$ cat config.mk
export PLATFORM = sky130hd
export DESIGN_NAME = hash_table_linear_probing
export DESIGN_NICKNAME = d
export VERILOG_FILES = /design/src/rtl/htlp_pkg.sv /design/src/rtl/htlp_ram.sv /design/src/rtl/hash_table_linear_probing.sv
export SDC_FILE = /design/constraint.sdc
export NUM_CORES = 1
export LEC_CHECK = 0
export BUFFER_PORTS_ARGS = -buffer_cell sky130_fd_sc_hd__buf_2
export CAP_MARGIN = 40
export CORE_MARGIN = 1.5
export CORE_UTILIZATION = 32
export DETAILED_ROUTE_END_ITERATION = 8
export PLACE_DENSITY = 0.46
export SLEW_MARGIN = 10
export SYNTH_ARGS = -nofsm -noshare
export SYNTH_HDL_FRONTEND = slang
export SYNTH_SLANG_ARGS = --single-unit
$ cat constraint.sdc
create_clock -name i_clk -period 5.16 [get_ports i_clk]
set_input_delay 0.516 -clock i_clk [delete_from_list [all_inputs] [get_ports i_clk]]
set_output_delay 0.516 -clock i_clk [all_outputs]
set_load 0.05 [all_outputs]
$ cat src/rtl/htlp_pkg.sv
// Shared types and constants for the linear-probing hash table.
package htlp_pkg;

    localparam int KEY_W      = 34;
    localparam int STATUS_W   = 2;
    localparam int SLOT_OUT_W = 4;

    // Remainder unit: key is taken in HASH_BITS-bit digits, MSB first.
    localparam int HASH_BITS  = 6;
    localparam int HASH_STEPS = 6;
    localparam int KEY_PAD_W  = HASH_BITS * HASH_STEPS;
    localparam int HCNT_W     = 3;

    localparam logic OP_INSERT = 1'b0;
    localparam logic OP_SEARCH = 1'b1;

    localparam logic [STATUS_W-1:0] ST_INSERTED = 2'd0;
    localparam logic [STATUS_W-1:0] ST_FULL     = 2'd1;
    localparam logic [STATUS_W-1:0] ST_FOUND    = 2'd2;
    localparam logic [STATUS_W-1:0] ST_MISSING  = 2'd3;

    typedef enum logic [3:0] {
        S_CLEAR,
        S_IDLE,
        S_HASH,
        S_START,
        S_HOME,
        S_SCAN,
        S_WRITE_A,
        S_WRITE_B,
        S_RESULT
    } t_state;

endpackage

$ cat src/rtl/htlp_ram.sv
// Generic single-write, single-read RAM with registered read data.
module htlp_ram #(
    parameter int WIDTH = 8,
    parameter int DEPTH = 16
) (
    input  logic                     i_clk,
    input  logic                     i_we,
    input  logic [$clog2(DEPTH)-1:0] i_waddr,
    input  logic [WIDTH-1:0]         i_wdata,
    input  logic [$clog2(DEPTH)-1:0] i_raddr,
    output logic [WIDTH-1:0]         o_rdata
);

    logic [WIDTH-1:0] r_mem [DEPTH];
    logic [WIDTH-1:0] r_rdata;

    always_ff @(posedge i_clk) begin
        if (i_we) begin
            r_mem[i_waddr] <= i_wdata;
        end
        r_rdata <= r_mem[i_raddr];
    end

    assign o_rdata = r_rdata;

endmodule

$ cat src/rtl/hash_table_linear_probing.sv
// Steps: key mod TABLE_SIZE in HASH_BITS-bit digits, a read issue at the home slot,
//   probes at one per cycle, for an insert a write-back of the entry and any displaced occupant, result.
// Flow: one item at a time; input ready returns in the cycle after the result
//   is queued in the output register.
// Reset: synchronous; a clearing pass over every slot empties the table, ready low.
module hash_table_linear_probing #(
    parameter int TABLE_SIZE = 16
) (
    input  logic                            i_clk,
    input  logic                            i_rst_n,
    input  logic                            i_replace_mode_we,
    input  logic                            i_replace_mode,
    input  logic                            i_in_valid,
    output logic                            o_in_ready,
    input  logic                            i_op,
    input  logic [htlp_pkg::KEY_W-1:0]      i_key,
    output logic                            o_out_valid,
    input  logic                            i_out_ready,
    output logic [htlp_pkg::STATUS_W-1:0]   o_status,
    output logic [htlp_pkg::SLOT_OUT_W-1:0] o_slot,
    output logic                            o_moved,
    output logic [htlp_pkg::SLOT_OUT_W-1:0] o_moved_slot
);

    import htlp_pkg::*;

    localparam int SW    = $clog2(TABLE_SIZE);
    localparam int CW    = $clog2(TABLE_SIZE + 1);
    localparam int SXW   = (SW > SLOT_OUT_W) ? SW : SLOT_OUT_W;
    localparam int MEM_W = 1 + SW + KEY_W;

    localparam logic [SW:0]   MOD_N = (SW + 1)'(TABLE_SIZE);
    localparam logic [SW-1:0] LAST  = SW'(TABLE_SIZE - 1);

    typedef struct packed {
        logic              occ;
        logic [SW-1:0]     home;
        logic [KEY_W-1:0]  key;
    } t_entry;

    t_state r_state, n_state;

    logic                   r_mode;
    logic [SW-1:0]          r_clr_addr;
    logic                   r_op;
    logic [KEY_W-1:0]       r_key;
    logic [KEY_PAD_W-1:0]   r_shift;
    logic [HCNT_W-1:0]      r_cnt;
    logic [SW-1:0]          r_home;
    logic [SW-1:0]          n_home;
    logic [SW-1:0]          r_eval;
    logic [SW-1:0]          w_next;
    logic [CW-1:0]          r_left;
    logic [SW-1:0]          r_found;
    logic                   r_displace;
    t_entry                 r_victim;
    logic [STATUS_W-1:0]    r_res_status;

    logic                   r_out_valid;
    logic [STATUS_W-1:0]    r_o_status;
    logic [SLOT_OUT_W-1:0]  r_o_slot;
    logic                   r_o_moved;
    logic [SLOT_OUT_W-1:0]  r_o_mslot;

    logic                   w_mem_we;
    logic [SW-1:0]          w_mem_waddr;
    t_entry                 w_mem_wdata;
    logic [SW-1:0]          w_mem_raddr;
    logic [MEM_W-1:0]       w_rdata_raw;
    t_entry                 w_rdata;
    logic                   w_hit;
    logic                   w_push;
    logic [SW-1:0]          w_res_slot;
    logic [SW-1:0]          w_res_mslot;
    logic                   w_res_moved;
    logic [SXW-1:0]         w_slot_x;
    logic [SXW-1:0]         w_mslot_x;

    htlp_ram #(
        .WIDTH (MEM_W),
        .DEPTH (TABLE_SIZE)
    ) u_ram (
        .i_clk   (i_clk),
        .i_we    (w_mem_we),
        .i_waddr (w_mem_waddr),
        .i_wdata (w_mem_wdata),
        .i_raddr (w_mem_raddr),
        .o_rdata (w_rdata_raw)
    );

    assign w_rdata = w_rdata_raw;
    assign w_next  = (r_eval == LAST) ? '0 : r_eval + 1'b1;

    // Remainder unit: fold HASH_BITS key bits into the running remainder.
    always_comb begin
        logic [SW:0] v_t;
        n_home = r_home;
        for (int i = 0; i < HASH_BITS; i++) begin
            v_t = {n_home, r_shift[KEY_PAD_W-1-i]};
            if (v_t >= MOD_N) begin
                v_t = v_t - MOD_N;
            end
            n_home = v_t[SW-1:0];
        end
    end

    always_comb begin
        if (r_op == OP_SEARCH) begin
            w_hit = w_rdata.occ && (w_rdata.key == r_key);
        end else begin
            w_hit = !w_rdata.occ;
        end
    end

    assign w_push = (r_state == S_RESULT) && (!r_out_valid || i_out_ready);

    // Next state
    always_comb begin
        n_state = r_state;
        case (r_state)
            S_CLEAR: begin
                if (r_clr_addr == LAST) n_state = S_IDLE;
            end
            S_IDLE: begin
                if (i_in_valid) n_state = S_HASH;
            end
            S_HASH: begin
                if (r_cnt == HCNT_W'(HASH_STEPS - 1)) n_state = S_START;
            end
            S_START: begin
                n_state = (r_op == OP_SEARCH) ? S_SCAN : S_HOME;
            end
            S_HOME: begin
                n_state = w_rdata.occ ? S_SCAN : S_WRITE_A;
            end
            S_SCAN: begin
                if (w_hit) begin
                    n_state = (r_op == OP_SEARCH) ? S_RESULT : S_WRITE_A;
                end else if (r_left == CW'(1)) begin
                    n_state = S_RESULT;
                end
            end
            S_WRITE_A: begin
                n_state = r_displace ? S_WRITE_B : S_RESULT;
            end
            S_WRITE_B: begin
                n_state = S_RESULT;
            end
            S_RESULT: begin
                if (w_push) n_state = S_IDLE;
            end
            default: begin
                n_state = S_IDLE;
            end
        endcase
    end

    // Outputs of the state machine: RAM port control and input ready
    always_comb begin
        o_in_ready  = 1'b0;
        w_mem_we    = 1'b0;
        w_mem_waddr = r_found;
        w_mem_wdata = '{occ: 1'b1, home: r_home, key: r_key};
        w_mem_raddr = (r_state == S_START) ? r_home : w_next;
        case (r_state)
            S_CLEAR: begin
                w_mem_we    = 1'b1;
                w_mem_waddr = r_clr_addr;
                w_mem_wdata = '0;
            end
            S_IDLE: begin
                o_in_ready = 1'b1;
            end
            S_WRITE_A: begin
                w_mem_we = 1'b1;
                if (r_displace) begin
                    w_mem_wdata = r_victim;
                end
            end
            S_WRITE_B: begin
                w_mem_we    = 1'b1;
                w_mem_waddr = r_home;
            end
            default: begin
                w_mem_we = 1'b0;
            end
        endcase
    end

    // Control registers
    always_ff @(posedge i_clk) begin
        if (!i_rst_n) begin
            r_state     <= S_CLEAR;
            r_clr_addr  <= '0;
            r_mode      <= 1'b0;
            r_out_valid <= 1'b0;
        end else begin
            r_state <= n_state;
            if (r_state == S_CLEAR) begin
                r_clr_addr <= r_clr_addr + 1'b1;
            end
            if (i_replace_mode_we) begin
                r_mode <= i_replace_mode;
            end
            if (w_push) begin
                r_out_valid <= 1'b1;
            end else if (i_out_ready) begin
                r_out_valid <= 1'b0;
            end
        end
    end

    // Per-item working registers
    always_ff @(posedge i_clk) begin
        case (r_state)
            S_IDLE: begin
                r_op    <= i_op;
                r_key   <= i_key;
                r_shift <= KEY_PAD_W'(i_key);
                r_home  <= '0;
                r_cnt   <= '0;
            end
            S_HASH: begin
                r_shift <= r_shift << HASH_BITS;
                r_home  <= n_home;
                r_cnt   <= r_cnt + 1'b1;
            end
            S_START: begin
                r_eval     <= r_home;
                r_displace <= 1'b0;
                r_left     <= (r_op == OP_SEARCH) ? CW'(TABLE_SIZE) : CW'(TABLE_SIZE - 1);
            end
            S_HOME: begin
                r_eval <= w_next;
                if (!w_rdata.occ) begin
                    r_found      <= r_home;
                    r_res_status <= ST_INSERTED;
                end else if (r_mode && (w_rdata.home != r_home)) begin
                    // Misplaced occupant: evict it, then look for a free slot for it
                    r_displace <= 1'b1;
                    r_victim   <= w_rdata;
                end
            end
            S_SCAN: begin
                r_eval <= w_next;
                r_left <= r_left - 1'b1;
                if (w_hit) begin
                    r_found      <= r_eval;
                    r_res_status <= (r_op == OP_SEARCH) ? ST_FOUND : ST_INSERTED;
                end else if (r_left == CW'(1)) begin
                    r_res_status <= (r_op == OP_SEARCH) ? ST_MISSING : ST_FULL;
                end
            end
            default: begin
                r_eval <= r_eval;
            end
        endcase
    end

    always_comb begin
        w_res_moved = (r_res_status == ST_INSERTED) && r_displace;
        w_res_mslot = w_res_moved ? r_found : '0;
        if (r_res_status == ST_INSERTED || r_res_status == ST_FOUND) begin
            w_res_slot = w_res_moved ? r_home : r_found;
        end else begin
            w_res_slot = '0;
        end
    end

    assign w_slot_x  = SXW'(w_res_slot);
    assign w_mslot_x = SXW'(w_res_mslot);

    // Output beat register
    always_ff @(posedge i_clk) begin
        if (w_push) begin
            r_o_status <= r_res_status;
            r_o_slot   <= w_slot_x[SLOT_OUT_W-1:0];
            r_o_moved  <= w_res_moved;
            r_o_mslot  <= w_mslot_x[SLOT_OUT_W-1:0];
        end
    end

    assign o_out_valid  = r_out_valid;
    assign o_status     = r_o_status;
    assign o_slot       = r_o_slot;
    assign o_moved      = r_o_moved;
    assign o_moved_slot = r_o_mslot;

endmodule

# Word level (Yosys, flattened, before mapping)

Memory sizes are Yosys's and may differ from the RTL's. A register that Yosys moved wholly into a read port is not among the register bits.
Cells that the tools add are included.

Output and inout bits: 13
Memory bits (writable): 624
Memories: 1
Logic and storage cells: 132
Register bits after elaboration: 153

Memory list:

| name        | words | bits a word | read ports | clocked after Yosys merged registers in | write ports | line           | RTL |
|---|---|---|---|---|---|---|---|
| u_ram.r_mem | 16    | 39          | 1          | 1                                       | 1           | htlp_ram.sv:14 | `logic [WIDTH-1:0] r_mem [DEPTH];` |

Mux-type cells: 48
Reductions and logical operators: 23
Equality and inequality tests: 24
Magnitude comparators: 6
Add/subtract/negate cells: 10

Operator list:

| kind                                                     | count |
|---|---|
| case mux 39 bit (2 select lines)                         | 1 |
| two-way mux 4 bit                                        | 19 |
| case mux 36 bit (2 select lines)                         | 1 |
| two-way mux 38 bit                                       | 1 |
| case mux 4 bit (9 select lines)                          | 1 |
| equality test 34 bit                                     | 1 |
| case mux 4 bit (2 select lines)                          | 4 |
| greater-or-equal comparator 5 bit, second input constant | 6 |
| subtractor 4 x 1 -> 4 bit, second input constant         | 6 |
| equality test 4 x 3 -> 1 bit, second input constant      | 4 |
| != test 2 bit, second input constant                     | 7 |
| equality test 4 bit, second input constant               | 3 |
| two-way mux 2 bit                                        | 6 |
| AND reduction 3 bit                                      | 4 |
| nonzero test 2 bit                                       | 6 |
| two-way mux 1 bit                                        | 10 |
| case mux 5 bit (2 select lines)                          | 1 |
| adder 4 x 1 -> 4 bit, second input constant              | 2 |
| equality test 4 x 2 -> 1 bit, second input constant      | 2 |
| case mux 3 bit (2 select lines)                          | 1 |
| equality test 5 x 1 -> 1 bit, second input constant      | 1 |
| two-way mux 5 bit                                        | 1 |
| AND reduction 5 bit                                      | 1 |
| subtractor 5 x 1 -> 5 bit, second input constant         | 1 |
| 16 further kinds                                         | 21 |

# Depth between registers and ports, before layout

Depth in word-level cells: 13
Mapped depth: 11

# Modules after synthesis

A second synthesis with hierarchy kept.

Cells, all modules: 1582
Area total of the unflattened synthesis: 30646.9 µm²

Modules (own cells, without submodules):

| module                    | sequential area each (µm²) | cells an instance | area each (µm²) | times used |
|---|---|---|---|---|
| htlp_ram                  | 19518.7                    | 1014              | 24185.7         | 1 |
| hash_table_linear_probing | 4134.0                     | 568               | 6461.2          | 1 |

# Least setup slack after synthesis

OpenSTA, ideal clock, no wires.

Path kind: reg2reg
From: reg r_state[3]
To: reg r_state[0]
Stages on the path, launching flop included: 6
Setup slack: -0.007 ns
Buffers on the path: 1
Setup time: 0.120 ns
Arrival: 5.047 ns
Path through: dfxtp_1 clkbuf_1 nor3_1 a2111oi_2 o21a_1 o31a_1

Cells in the longest elaborated chain, start to end: 4
Elaborated cells on any way between the ends: 17
Classes of those cells: eq/ne (13); mux (1); reduce/logical (3)

Ends and longest elaborated chain:

| what                                 | line                                                               | RTL |
|---|---|---|
| start, declared                      | hash_table_linear_probing.sv:41                                    | `t_state r_state, n_state;` |
| start signal, assigned               | hash_table_linear_probing.sv:198                                   | `r_state <= n_state;` |
| equality test 4 bit                  | hash_table_linear_probing.sv:115, hash_table_linear_probing.sv:120 |  |
| logical AND 1 bit                    | hash_table_linear_probing.sv:115                                   | `assign w_push = (r_state == S_RESULT) && (!r_out_valid \|\| i_out_ready);` |
| != test 2 bit (no source line)       | --                                                                 |  |
| AND reduction 5 bit (no source line) | --                                                                 |  |

Parallel ways exist; a longest one is shown, timed or not.
A chain may end at the register's enable or synchronous reset.

# Worst setup path after layout

From: reg r_state[2]
To: mem u_ram.r_mem[13][38] in the netlist's numbering, enable pin

Cells in the longest elaborated chain, start to end: 5
Elaborated cells on any way between the ends: 8
Classes of those cells: eq/ne (2); mux (4); reduce/logical (2)

Ends and longest elaborated chain:

| what                                                            | line                             | RTL |
|---|---|---|
| equality test 4 x 3 -> 1 bit or zero test 4 bit (tied branches) | hash_table_linear_probing.sv:165 | `case (r_state)` |
| OR reduction 3 bit (no source line)                             | --                               |  |
| two-way mux 1 bit                                               | hash_table_linear_probing.sv:165 |  |
| two-way mux 1 bit                                               | htlp_ram.sv:18                   | `if (i_we) begin` |
| two-way mux 1 bit (not written as such)                         | htlp_ram.sv:19                   | `r_mem[i_waddr] <= i_wdata;` |
| end, declared                                                   | htlp_ram.sv:14                   |  |

Parallel ways exist; a longest one is shown, timed or not.

==> impl_metrics.tcl <==
set metrics [dict create \
    critPathCaptureType "flip-flop" \
    synth.distinct_cells 54 \
    cts_buffers 90 \
    firstDrtPassIters 6 \
    routed_wl_um 83900 \
    max_slew_margin 0.354 \
    syn_to_final_growth_pct 17.5 \
    cp_top_family "simple AND/OR/NAND/NOR gates" \
    drtIter0Drc 1452 \
    grt_max_degree 155 \
    num-nets-final 2216 \
    worst_hold_path.num_cells 1 \
    timing.fmax_mhz 279 \
    cp_max_fo 23 \
    tightest_slew_ns 0.958 \
    skew_ns 0.0326 \
    gp_congestion 0.768 \
    num_vias 17500 \
    ys_top_cells_by_area "edfxtp_1, mux4_2, nand2_1" \
    min_period_ns 3.59 \
    tns_ns 0 \
    worstSkewPairLatency_ns 0.65 \
    grt-ovfl-total 0 \
    dp_hpwl_um 49600 \
    p_leak_nw 12.4 \
    drc 0 \
    synthFlopType "edfxtp_1" \
    grt_pass1_wl_um 123000 \
    status "finished, final reports clean" \
    critical_path_arrival_ns 3.91 \
    cap_viol_max_count 0 \
    rsz0062_at_grt "false" \
    io_pins 54 \
    hold_end "r_key[16]$_DFFE_PP_" \
    critPathKind "flip-flop to flip-flop" \
    r2r_slack_ns 1.57 \
    clock_path_buffers 3 \
    post-route-util 0.379 \
    ant_nets 0 \
    final_area_mm2 0.0366 \
    cpMaxStageDelayCell "nor2_4" \
    die_w_um 315 \
    cts_setup_buffers 0 \
    ir_worst_vdd_v 0.000335 \
    synth.top_cell.area_share 0.728 \
    portBuffers 53 \
    syn_nets 2100 \
    cts_tree "yes" \
    critPathBufInv 1 \
    ctsHtreeMaxLevel 3 \
    period_share 0.695 \
    start_util 0.323 \
    cts_sinks 804 \
    most-common-layout-cells "edfxtp_1, nand2_1, nand3_1, clkbuf_16, mux4_2" \
    hold_viol_final 0 \
    final_common_cell "edfxtp_1" \
    place_area_mm2 0.0337 \
    slew_viol_final 0 \
    antennaDiodeCount 0 \
    cts_hold_buf 0 \
    p_per_area_mw_per_mm2 476 \
    r2r_start "r_state[2]$_SDFFE_PN0P_" \
    crit_required_ns 5.49 \
    grt_pass1_vias 17600 \
    rows 114 \
    dieArea_mm2 0.0993 \
    worstHoldStart "i_key[16]" \
    ff2ff_path_depth 7 \
    via_per_inst 4.98 \
    antenna_found_initial 2 \
    min_path_type "primary input to flip-flop" \
    path_cells "nand2b_1 -> nor2_1 -> nor2_2 -> a21boi_0 -> nand3_1 -> nor2_4 -> buf_12" \
    synth-edff-count 755 \
    wl_per_cell_um 23.8 \
    cts-root-buf "clkbuf_16" \
    start_kind "flip-flop" \
    die_height_um 315 \
    avgSynthCellArea_um2 15.2 \
    final-setup-viol-count 0 \
    cts_resized 0 \
    yosysWarnings 0 \
    synth_top_cell_by_area "edfxtp_1" \
    ys_ff_latch 804 \
    yosysSeqAreaShare 0.759 \
    totalPowerFinal_w 0.0174 \
    drive_gt1_frac 0.173 \
    core_area_mm2 0.0966 \
    gr-usage-all-layers 0.170 \
    synthesis.area_mm2 0.0312 \
    path_clk_slew_ns 0.06 \
    worstReg2RegEnd "u_ram.r_mem[13][38]$_DFFE_PP_" \
    synthCells 2053 \
    synthArstFlopShare 0 \
    crit_path_max_incr_delay_ns 0.79 \
]
layer usage:
layer  vias to the layer above  global-route usage  share of wire
met4                         0              0.0427          0.020
met5                         -                   0              0
met1                      9053               0.244           0.46
met2                       417               0.274           0.47
met3                       120              0.0205          0.041
li1                       7929                   -              -
flip-flops by register name (all words and copies together), names as in the netlist:
signal and cells:
r_home 4, r_cnt 3, o_out_valid 1, r_displace 1, r_op 1, r_key 34, o_slot 4, r_shift 24
r_left 5, r_state 4, o_moved 1, r_eval 4, u_ram.r_mem 624, u_ram.o_rdata 39, r_found 4, r_clr_addr 4
o_status 2, r_res_status 2, r_victim 38, r_mode 1, o_moved_slot 4
report_power, final:
group          switching (W)  internal, W  leakage (nW)
Combinational        0.00171     0.000576          3.59
Sequential          0.000321      0.00851          7.43
Clock                0.00261      0.00371          1.42
worst max path at each step:
| stage | startpoint | endpoint | slack, ns | depth (start not counted) |
|---|---|---|---|---|
| floorplan | r_state[0]$_SDFFE_PN0P_ | u_ram.r_mem[0][0]$_DFFE_PP_ | 1.27 | 5 |
| global placement | r_state[0]$_SDFFE_PN0P_ | u_ram.r_mem[5][26]$_DFFE_PP_ | 1.51 | 6 |
| detailed placement | r_state[0]$_SDFFE_PN0P_ | u_ram.r_mem[11][20]$_DFFE_PP_ | 1.42 | 6 |
| CTS | r_state[0]$_SDFFE_PN0P_ | u_ram.r_mem[11][23]$_DFFE_PP_ | 1.42 | 6 |
| global route | r_state[2]$_SDFFE_PN0P_ | u_ram.r_mem[13][38]$_DFFE_PP_ | 1.32 | 7 |
| finish | r_state[2]$_SDFFE_PN0P_ | u_ram.r_mem[13][38]$_DFFE_PP_ | 1.57 | 7 |
Yosys cell counts (all sizes together), types with 2 or more instances:
cell type	n
nor3	7
nand2b	9
dfxtp	49
a21bo	2
o31a	3
o21a	4
a31oi	3
nor2b	5
and2	16
a21oi	13
xnor2	15
a22oi	40
mux2	4
or2	2
o31ai	2
xor2	32
o21ai	53
buf	45
mux4	78
nor4	9
o32ai	2
edfxtp	755
mux2i	11
nand4	2
a21o	2
clkbuf	69
inv	11
ha	6
nand3	279
a21boi	5
nand2	461
nor2	43
cell families after synthesis:
kind of cell,synth area share
and+or+nand+nor,0.117
DFF,0.759
AOI/OAI and AO/OA,0.0293
buffers and inverters,0.0177
muxes,0.0613
xor gates and xnor gates,0.0132
adders and majority gates,0.00241
through the flow:
stage	setup slack, ns	std cells	hold slack [ns]
floorplan	1.27	2053	0.417
global placement	1.51	3325	0.432
detailed placement	1.42	3352	0.436
CTS	1.42	3519	0.00606
global route	1.32	3520	0.0235
finish	1.57	3520	0.0445
area by class of cell:
class / instances / area [um2]
inverters: 11 / 41.3
repair buffers: 138 / 1170
clock inverters: 51 / 507
multi-input cells: 1124 / 7240
fillers: 8965 / 60000
clock buffers: 116 / 2410
well taps: 1276 / 1600
flip-flops and latches: 804 / 23700
No activity file was read; power rests on OpenSTA's default activity.
